### src/rtl/prcu_pkg.sv
// ----------------------------------------------------------------------------
// Region permission check unit package
// Shared constants, function codes and the permission test.
// ----------------------------------------------------------------------------
package prcu_pkg;

	localparam int unsigned MAX_REGIONS_DEF = 16;
	localparam int unsigned ADDR_BITS_DEF   = 48;

	localparam int unsigned IDX_W  = 4;
	localparam int unsigned CNT_W  = 5;
	localparam int unsigned PERM_W = 3;
	localparam int unsigned LANE_W = 9;

	localparam logic FUNC_WRITE = 1'b0;
	localparam logic FUNC_QUERY = 1'b1;

	localparam logic [PERM_W-1:0] PERM_READ  = 3'd4;
	localparam logic [PERM_W-1:0] PERM_WRITE = 3'd2;
	localparam logic [PERM_W-1:0] PERM_EXEC  = 3'd1;

	function automatic logic grants(input logic [PERM_W-1:0] have,
		input logic [PERM_W-1:0] want);
		logic [PERM_W-1:0] all_bits;
		all_bits = PERM_READ | PERM_WRITE | PERM_EXEC;
		return ((want & ~have & all_bits) == '0);
	endfunction

endpackage

### src/rtl/region_permission_check_unit.sv
// ----------------------------------------------------------------------------
// Region permission check unit
// Region table loaded by write transactions; queries return found/allowed.
// ----------------------------------------------------------------------------
// Takes one transaction per cycle while in_stall is low. A region write
// updates the table as it leaves stage 1 and gives no result; a query's
// result passes stage 1, compare and select to out_valid. Every region has
// its own start/end comparator lane, so the rate does not depend on the table
// size; an output stall holds the waiting result and occupied stages behind it.
module region_permission_check_unit #(
	parameter int unsigned MAX_REGIONS = prcu_pkg::MAX_REGIONS_DEF,
	parameter int unsigned ADDR_BITS   = prcu_pkg::ADDR_BITS_DEF
) (
	input  logic                            clk,
	input  logic                            arst_n,
	input  logic                            cfg_we,
	input  logic [prcu_pkg::CNT_W-1:0]      cfg_wdata,
	input  logic                            in_valid,
	output logic                            in_stall,
	input  logic                            func,
	input  logic [prcu_pkg::IDX_W-1:0]      entry_index,
	input  logic [ADDR_BITS-1:0]            entry_start,
	input  logic [ADDR_BITS-1:0]            entry_end,
	input  logic [prcu_pkg::PERM_W-1:0]     entry_perms,
	input  logic [ADDR_BITS-1:0]            query_addr,
	input  logic [prcu_pkg::PERM_W-1:0]     query_access,
	output logic                            out_valid,
	input  logic                            out_stall,
	output logic                            found,
	output logic                            allowed
);

	logic [prcu_pkg::CNT_W-1:0] regions_in_use_q;

	logic                        v_s1, v_s2, v_s3;
	logic                        func_s1;
	logic [prcu_pkg::IDX_W-1:0]  idx_s1;
	logic [ADDR_BITS-1:0]        start_s1;
	logic [ADDR_BITS-1:0]        end_s1;
	logic [prcu_pkg::PERM_W-1:0] perms_s1;
	logic [ADDR_BITS-1:0]        addr_s1;
	logic [prcu_pkg::PERM_W-1:0] access_s1;

	logic [MAX_REGIONS-1:0] above_s2, inside_s2, grant_s2;
	logic                   found_s3, allowed_s3;

	logic ld1, ld2, ld3;
	logic wr_en;

	assign ld3   = !v_s3 || !out_stall;
	assign ld2   = !v_s2 || ld3;
	assign ld1   = !v_s1 || ld2;
	assign wr_en = v_s1 && (func_s1 == prcu_pkg::FUNC_WRITE) && ld2;

	assign in_stall  = !ld1;
	assign out_valid = v_s3;
	assign found     = found_s3;
	assign allowed   = allowed_s3;

	always_ff @(posedge clk or negedge arst_n) begin
		if (!arst_n) begin
			regions_in_use_q <= '0;
		end else if (cfg_we) begin
			regions_in_use_q <= cfg_wdata;
		end
	end

	always_ff @(posedge clk or negedge arst_n) begin
		if (!arst_n) begin
			v_s1 <= 1'b0;
			v_s2 <= 1'b0;
			v_s3 <= 1'b0;
		end else begin
			if (ld1) begin
				v_s1 <= in_valid;
			end
			if (ld2) begin
				v_s2 <= v_s1 && (func_s1 == prcu_pkg::FUNC_QUERY);
			end
			if (ld3) begin
				v_s3 <= v_s2;
			end
		end
	end

	always_ff @(posedge clk) begin
		if (ld1 && in_valid) begin
			func_s1   <= func;
			idx_s1    <= entry_index;
			start_s1  <= entry_start;
			end_s1    <= entry_end;
			perms_s1  <= entry_perms;
			addr_s1   <= query_addr;
			access_s1 <= query_access;
		end
	end

	prcu_region_table #(
		.MAX_REGIONS(MAX_REGIONS),
		.ADDR_BITS  (ADDR_BITS)
	) u_table (
		.clk      (clk),
		.wr_en    (wr_en),
		.wr_idx   (idx_s1),
		.wr_start (start_s1),
		.wr_end   (end_s1),
		.wr_perms (perms_s1),
		.ld       (ld2),
		.q_addr   (addr_s1),
		.q_access (access_s1),
		.count    (regions_in_use_q),
		.above_s2 (above_s2),
		.inside_s2(inside_s2),
		.grant_s2 (grant_s2)
	);

	prcu_priority_select #(
		.MAX_REGIONS(MAX_REGIONS)
	) u_select (
		.clk       (clk),
		.ld        (ld3),
		.above_s2  (above_s2),
		.inside_s2 (inside_s2),
		.grant_s2  (grant_s2),
		.found_s3  (found_s3),
		.allowed_s3(allowed_s3)
	);

`ifndef SYNTHESIS
	a_allowed_needs_found: assert property (@(posedge clk) disable iff (!arst_n)
		v_s3 |-> (!allowed_s3 || found_s3))
		else $error("allowed without found");

	a_write_gives_no_result: assert property (@(posedge clk) disable iff (!arst_n)
		(v_s1 && (func_s1 == prcu_pkg::FUNC_WRITE) && ld2) |=> !v_s2)
		else $error("write transaction entered the compare stage");

	a_no_invented_result: assert property (@(posedge clk) disable iff (!arst_n)
		(!v_s2 && !v_s3) |=> !v_s3)
		else $error("result appeared without a query");

	a_stalled_result_holds: assert property (@(posedge clk) disable iff (!arst_n)
		(v_s3 && out_stall) |=> (v_s3 && $stable(found_s3) && $stable(allowed_s3)))
		else $error("stalled result changed");
`endif

endmodule

### src/rtl/prcu_region_table.sv
// ----------------------------------------------------------------------------
// Region table and comparator lanes
// Holds the region entries and compares a query against every entry at once.
// ----------------------------------------------------------------------------
module prcu_region_table #(
	parameter int unsigned MAX_REGIONS = prcu_pkg::MAX_REGIONS_DEF,
	parameter int unsigned ADDR_BITS   = prcu_pkg::ADDR_BITS_DEF
) (
	input  logic                            clk,
	input  logic                            wr_en,
	input  logic [prcu_pkg::IDX_W-1:0]      wr_idx,
	input  logic [ADDR_BITS-1:0]            wr_start,
	input  logic [ADDR_BITS-1:0]            wr_end,
	input  logic [prcu_pkg::PERM_W-1:0]     wr_perms,
	input  logic                            ld,
	input  logic [ADDR_BITS-1:0]            q_addr,
	input  logic [prcu_pkg::PERM_W-1:0]     q_access,
	input  logic [prcu_pkg::CNT_W-1:0]      count,
	output logic [MAX_REGIONS-1:0]          above_s2,
	output logic [MAX_REGIONS-1:0]          inside_s2,
	output logic [MAX_REGIONS-1:0]          grant_s2
);

	logic [ADDR_BITS-1:0]        start_q [MAX_REGIONS];
	logic [ADDR_BITS-1:0]        end_q   [MAX_REGIONS];
	logic [prcu_pkg::PERM_W-1:0] rights_q[MAX_REGIONS];

	logic [prcu_pkg::LANE_W-1:0] idx_ext;
	logic [prcu_pkg::LANE_W-1:0] cnt_ext;

	assign idx_ext = prcu_pkg::LANE_W'(wr_idx);
	assign cnt_ext = prcu_pkg::LANE_W'(count);

	for (genvar i = 0; i < MAX_REGIONS; i++) begin : g_lane
		localparam logic [prcu_pkg::LANE_W-1:0] LANE = prcu_pkg::LANE_W'(i);

		logic sel_wr;
		logic in_use;

		assign sel_wr = wr_en && (idx_ext == LANE);
		assign in_use = LANE < cnt_ext;

		always_ff @(posedge clk) begin
			if (sel_wr) begin
				start_q[i]  <= wr_start;
				end_q[i]    <= wr_end;
				rights_q[i] <= wr_perms;
			end
		end

		always_ff @(posedge clk) begin
			if (ld) begin
				above_s2[i]  <= in_use && (q_addr < end_q[i]);
				inside_s2[i] <= start_q[i] <= q_addr;
				grant_s2[i]  <= prcu_pkg::grants(rights_q[i], q_access);
			end
		end
	end

endmodule

### src/rtl/prcu_priority_select.sv
// ----------------------------------------------------------------------------
// Region priority select
// Picks the lowest in-use region ending above the address and forms the result.
// ----------------------------------------------------------------------------
module prcu_priority_select #(
	parameter int unsigned MAX_REGIONS = prcu_pkg::MAX_REGIONS_DEF
) (
	input  logic                   clk,
	input  logic                   ld,
	input  logic [MAX_REGIONS-1:0] above_s2,
	input  logic [MAX_REGIONS-1:0] inside_s2,
	input  logic [MAX_REGIONS-1:0] grant_s2,
	output logic                   found_s3,
	output logic                   allowed_s3
);

	logic [MAX_REGIONS-1:0] first;
	logic [MAX_REGIONS-1:0] hit;

	assign first = above_s2 & (~above_s2 + MAX_REGIONS'(1));
	assign hit   = first & inside_s2;

	always_ff @(posedge clk) begin
		if (ld) begin
			found_s3   <= |hit;
			allowed_s3 <= |(hit & grant_s2);
		end
	end

endmodule
### config.mk
export PLATFORM = sky130hd
export DESIGN_NAME = region_permission_check_unit
export DESIGN_NICKNAME = d
export VERILOG_FILES = /design/src/rtl/prcu_pkg.sv /design/src/rtl/region_permission_check_unit.sv /design/src/rtl/prcu_region_table.sv /design/src/rtl/prcu_priority_select.sv
export SDC_FILE = /design/constraint.sdc
export NUM_CORES = 2
export LEC_CHECK = 0
export ABC_CLOCK_PERIOD_IN_PS = 17300
export CORE_ASPECT_RATIO = 0.9
export CORE_MARGIN = 3
export CORE_UTILIZATION = 52
export CTS_CLUSTER_DIAMETER = 80
export CTS_CLUSTER_SIZE = 30
export DETAILED_ROUTE_END_ITERATION = 10
export DONT_BUFFER_PORTS = 1
export PLACE_DENSITY = 0.67
export SYNTH_ARGS = -nofsm -noshare
export SYNTH_HDL_FRONTEND = slang
export SYNTH_SLANG_ARGS = --single-unit
### constraint.sdc
create_clock -name clk -period 17.3 [get_ports clk]
set_input_delay 1.73 -clock clk [delete_from_list [all_inputs] [get_ports clk]]
set_output_delay 1.73 -clock clk [all_outputs]
set_load 0.005 [all_outputs]
* After elaboration in Yosys (flattened, before gate mapping) *
Memories as Yosys holds them, arrays and structs flattened.
Index checks and enable logic that the tools add are counted.

storage, ports and cells
  flip-flop bits (word level) = 213
  bits in writable memories = 1584
  input bits = 165
  output and inout port bits = 4
  logic and storage cells = 440
  memories = 3

operators by class
  add/subtract/negate cells = 1
  $lt $le $gt $ge = 48
  equal/unequal tests = 15
  muxes and demuxes = 167
  bitwise gates (word level) = 37
  reduce and logical (&&, ||, !) cells = 108

memories
  name              depth  width  read ports  clocked after Yosys merged registers in  wr ports  RTL line                 source
  u_table.end_q     16     48     16          0                                        1         prcu_region_table.sv:25  logic [ADDR_BITS-1:0] end_q [MAX_REGIONS];
  u_table.start_q   16     48     16          0                                        1         prcu_region_table.sv:24  logic [ADDR_BITS-1:0] start_q [MAX_REGIONS];
  u_table.rights_q  16     3      16          0                                        1         prcu_region_table.sv:26  logic [prcu_pkg::PERM_W-1:0] rights_q[MAX_REGIONS];

operators by type and width
  kind                   number
  $mux 48                30
  $reduce_or 48->1       30
  $le 48x48->1           16
  $lt 48x48->1           16
  $mux 4                 45
  $mux 1                 77
  $and 16x16->16         3
  $and 3x3->3            16
  $logic_not 3->1        16
  $not 3->3              16
  $mux 3                 15
  $reduce_or 3->1        15
  $lt 4x5->1 const A     8
  $logic_and 1x1->1      36
  $eq 4x4->1 const B     8
  $reduce_or 16->1       2
  $lt 3x5->1 const A     4
  $add 16x1->16 const B  1
  $eq 4x3->1 const B     4
  $not 16->16            1
  $lt 1x5->1 const A     2
  $lt 2x5->1 const A     2
  $logic_not 9->1        1
  $eq 4x2->1 const B     2
  other kinds (4)        10

* Longest topological paths before layout *
  depth in word-level cells = 23
  depth in mapped cells = 9
  mapped depth without buffers = 9

* Hierarchy *
A second synthesis with hierarchy kept.

second synthesis, totals
  cell total of the unflattened synthesis = 6598
  area total of the unflattened synthesis = 90086.4 µm²

by module, submodules not included
  module                        times used  cells an instance  area an instance (µm²)  sequential area each (µm²)
  prcu_region_table             1           6359               84680.0                 49007.0
  region_permission_check_unit  1           178                4964.8                  4854.7
  prcu_priority_select          1           61                 441.7                   60.1

* Worst setup path after synthesis *
OpenSTA, ideal clock, no wires.

  path type = input to register
  from = input port out_stall
  to = memory u_table.end_q[0][0] (netlist bit) (enable)
  setup time = 0.678 ns
  arrival time = 10.313 ns
  slack = 6.309 ns
  stages on the path = 4
  buffers on the path = 0
  cells stage by stage = nand3_1 -> nand3b_1 -> or3_1 -> nor3_1

RTL lines
  item                                   RTL line                            source
  from (decl)                            region_permission_check_unit.sv:28  input logic out_stall,
  $logic_not 1->1                        region_permission_check_unit.sv:50  assign ld3 = !v_s3 || !out_stall;
  $logic_or 1x1->1                       region_permission_check_unit.sv:50
  $logic_or 1x1->1                       region_permission_check_unit.sv:51  assign ld2 = !v_s2 || ld3;
  $logic_and 1x1->1                      region_permission_check_unit.sv:53  assign wr_en = v_s1 && (func_s1 == prcu_pkg::FUNC_WRITE) && ld2;
  $logic_and 1x1->1                      prcu_region_table.sv:40             assign sel_wr = wr_en && (idx_ext == LANE);
  via u_table.g_lane[0].sel_wr           prcu_region_table.sv:37             logic sel_wr;
  $mux 1                                 prcu_region_table.sv:44             if (sel_wr) begin
  $mux 1 (not written as such)           prcu_region_table.sv:46             end_q[i] <= wr_end;
  $mux 1 (no source line) (15 in a row)  n/a
  to (decl)                              prcu_region_table.sv:25

The timed path passes the listed nets, and every way through them passes these cells.

* Worst setup path in the final report *
  from = input port out_stall
  to = memory u_table.end_q[14][28] (netlist bit) (enable)

RTL lines
  item                                                            RTL line
  $logic_not 1->1 *                                               region_permission_check_unit.sv:50
  $logic_or 1x1->1 *                                              region_permission_check_unit.sv:50
  $logic_or 1x1->1 *                                              region_permission_check_unit.sv:51
  $logic_and 1x1->1 *                                             region_permission_check_unit.sv:53
  $logic_and 1x1->1 *                                             prcu_region_table.sv:40
  via u_table.g_lane[14].sel_wr                                   prcu_region_table.sv:37
  $mux 1 *                                                        prcu_region_table.sv:44
  $mux 1 (not written as such) *                                  prcu_region_table.sv:46
  $reduce_or 48->1 (no source line)                               n/a
  $mux 4 (no source line) or $mux 1 (tied branches) (2 in a row)  n/a

The timed path passes the listed nets; every way through them passes the cells marked *.

==> results.sh <==
export IMPL_status="complete, no violations"
export IMPL_tritoncts="yes"
export IMPL_whs_path_depth=1
export IMPL_wl_per_cell_um=26.5
export IMPL_maxSlewHeadroom=0.0360
export IMPL_end_kind="flop"
export IMPL_core_um2=172000
export IMPL_clockBufferDepth=3
export IMPL_cp_common_cell="buf_4"
export IMPL_synth_compound_area_frac=0.0949
export IMPL_cts_resized=0
export IMPL_ctsHoldBuffers=0
export IMPL_synth_edf_count=1789
export IMPL_hold_violations=0
export IMPL_cp_max_fo=36
export IMPL_syn_inst=6513
export IMPL_p_leak_nw=41.0
export IMPL_path_cells="nand3_2 -> buf_4 -> nand3b_1 -> nor2_1 -> nand2_1 -> nor2_4 -> buf_4 -> buf_4"
export IMPL_setup_viol=0
export IMPL_antenna_found_initial=16
export IMPL_cp_depth=8
export IMPL_drc=0
export IMPL_drive_gt1_frac=0.0482
export IMPL_die_h_um=401
export IMPL_tightest_slew_ps=1430
export IMPL_p_sw_mw=2.19
export IMPL_max_stage_delay_ps=880
export IMPL_via_per_inst=6.10
export IMPL_worst_slack_ps=12840
export IMPL_die_area_um2=178000
export IMPL_synthMuxAreaShare=0.000500
export IMPL_post_cts_setup_buffer_count=0
export IMPL_fin_crit_ps=4460
export IMPL_synthArstFlopShare=0.00445
export IMPL_intPower_mw=6.34
export IMPL_clkLatencyLatePin_ps=780
export IMPL_fin_nets=8407
export IMPL_fin_setup_tns_ps=0
export IMPL_max_freq_ghz=0.224
export IMPL_vdd_ir_drop_worst_mv=0.0875
export IMPL_grt_ovfl_total=0
export IMPL_ys_seq_area_frac=0.599
export IMPL_synth_simple_area_share=0.0578
export IMPL_cp_arrival_ps=4840
export IMPL_synthXorXnorAreaFrac=0
export IMPL_synthAdderAreaFrac=0.211
export IMPL_ios=169
export IMPL_path_clk_slew_ps=110
export IMPL_synth_distinct_cells=61
export IMPL_dp_slack_ps=12060
export IMPL_synthFlopType="edfxtp_1"
export IMPL_synth_avg_cell_area_um2=13.8
export IMPL_htree_levels=3
export IMPL_drv_cap=0
export IMPL_rows=144
export IMPL_required_ps=17690
export IMPL_hold_class="flop to flop"
export IMPL_path_buf_inv=3
export IMPL_cts_sinks=1797
export IMPL_synth_top_family_by_area="adder cells"
export IMPL_pwr_share_clk=0.332
export IMPL_path_class="input pin to flop"
export IMPL_grt_pass1_wl_um=348000
export IMPL_fin_skew_ps=55.3
export IMPL_dr_first_iter_drc_count=5365
export IMPL_fin_crit_sh=0.258
export IMPL_via_count=55400
export IMPL_power_density_nw_per_um2=87.5
export IMPL_initial_core_util=0.525
export IMPL_rsz0062_at_grt="no"
export IMPL_synth_nets=8198
export IMPL_report_final_slew_viol_count=0
export IMPL_dr_pass1_iters=6
export IMPL_routabilityCongestion=0.873
export IMPL_syn_area_um2=90100
export IMPL_pwr_share_comb=0.080
export IMPL_grt_pass1_vias=53800
export IMPL_slowest_stage="nor2_4"
export IMPL_ys_ff_latch=1797
export IMPL_die_x_um=445
export IMPL_areaGrowthSynthToFinish_pct=8.23
export IMPL_totalWireLength_um=240000
export IMPL_yosys_warnings=0
export IMPL_root_buffer="clkbuf_16"
export IMPL_seqPwrFrac=0.588
export IMPL_rr_worst_depth=8
export IMPL_start_kind="input pin"
export IMPL_portBuffers=0
export IMPL_critPathTopFamily="simple AND/OR/NAND/NOR gates"
export IMPL_cts_buffers=97
export IMPL_grt_usage=0.266
export IMPL_grt_max_degree=67
export IMPL_sw_frac_of_total=0.256
export IMPL_ant_nets=0
export IMPL_place_hpwl_um=153000
==> power groups by stage <==
stage                     Clock, mW  Sequential [mW]  Combinational [mW]
after floorplan                   0             5.05               0.400
after global placement            0             5.11               0.642
after detailed placement          0             5.12               0.676
after CTS                      2.89             5.02               0.680
after global routing           3.04             5.02               0.762
final                          2.83             5.02               0.682
==> cell type report <==
cell class	count	area (µm²)
diodes	6	15.0
clock buffers	104	2510
clock inverters	73	1060
fillers	13400	74200
inverters	876	3290
multi-input cells	3831	33000
flip-flops and latches	1797	53900
well taps	2263	2830
repair buffers	119	893
==> sequential cells by signal, summed over array words and instances (netlist names) <==
register	cells
u_table.end_q	768
u_select.found_s3	1
u_table.start_q	768
start_s1	48
u_select.allowed_s3	1
end_s1	48
v_s2	1
out_valid	1
u_table.grant_s2	16
idx_s1	4
u_table.inside_s2	16
addr_s1	48
func_s1	1
perms_s1	3
v_s1	1
u_table.rights_q	48
access_s1	3
regions_in_use_q	5
u_table.above_s2	16
==> stage by stage <==
step	hold slack [ps]	utilization	instance area, µm²	power [mW]	std cells
final	513	0.568	97500	8.53	9069
after global routing	524	0.568	97500	8.83	9065
after CTS	518	0.568	97500	8.58	9063
after detailed placement	502	0.547	93900	5.79	8886
after global placement	496	0.547	93900	5.76	8886
after floorplan	443	-	90100	5.45	6513
==> cell usage in the layout, fill, tap and decap left out, types with 8 or more instances in the layout <==
cell type  count
a31oi_1       12
a21oi_1      497
o31ai_1       10
edfxtp_1    1789
o221ai_1      13
nand2_1      187
dfrtp_1        8
and4_1         8
a211oi_1      75
nor2_4        12
clkinv_8      13
a222oi_1      16
a221oi_1      22
inv_1        876
buf_4        119
ha_1        1520
inv_8         12
a211o_1       11
o21a_1        21
nor3_1        38
inv_6          9
o211ai_1      48
and3_1        12
nand4_1      325
clkbuf_16     99
nor4_1        46
nand3_1       90
o21bai_1      17
a2111oi_0     32
or3_1         13
o21ai_0      134
inv_12        17
nor2_1       136
a21o_1       379
nor2b_1       53
nand2b_1      21
==> cell families (layout without fill, tap and decap cells) <==
logic type | after synthesis | count (layout)
other cells | 0 | 6
mux | 4 | 4
fa+ha+maj | 1520 | 1520
buf+inv | 885 | 1172
flops | 1797 | 1797
compound gates | 1326 | 1326
simple gates | 981 | 981
==> worst paths after layout <==
| check | startpoint | to | slack (ps) |
|---|---|---|---|
| worst min-delay path | v_s2 | out_valid | 510 |
| worst max register to register | out_valid | u_table.end_q[14][28] | 13290 |
| worst max-delay path | out_stall | u_table.end_q[14][28] | 12840 |
| min in group asynchronous | arst_n | v_s1 | 640 |
| max in group asynchronous | arst_n | regions_in_use_q[3] | 16580 |
| worst min register to register | v_s2 | out_valid | 510 |
==> worst register-to-register path: cells and delay by family, from the launching register on <==
kind | cells | cell delay [ps]
AND/OR/NAND/NOR | 5 | 1600
buffers and inverters | 3 | 1490
flip-flops | 1 | 450
==> synth_stat cells, drive strengths merged, types with 10 or more instances <==
cell,n,area [µm²]
ha,1520,19000
or4,13,120
nor4,50,313
and3,12,75.1
or3,13,81.3
nor3,43,220
a21o,382,2870
nand2,187,702
o21bai,17,128
nor2b,53,332
o21a,21,158
a222oi,16,160
a21oi,497,2490
nand3,91,455
nand4,325,2030
a221oi,22,193
inv,876,3290
a31oi,12,75.1
o21ai,138,691
o31ai,10,75.1
o221ai,13,114
a2111oi,32,280
a211oi,75,563
a211o,11,96.3
edfxtp,1789,53700
o211ai,48,360
nand2b,21,131
nor2,149,562
==> layer usage <==
metal  track usage  routed length, µm  vias to the layer above
li1              -                  -                    25300
met1         0.370             102000                    27500
met2         0.436             112000                     2072
met3        0.0329              17500                      405
met4        0.0878               8710                        8
met5             0                 50                        -
Power figures use the tool's default switching activity.
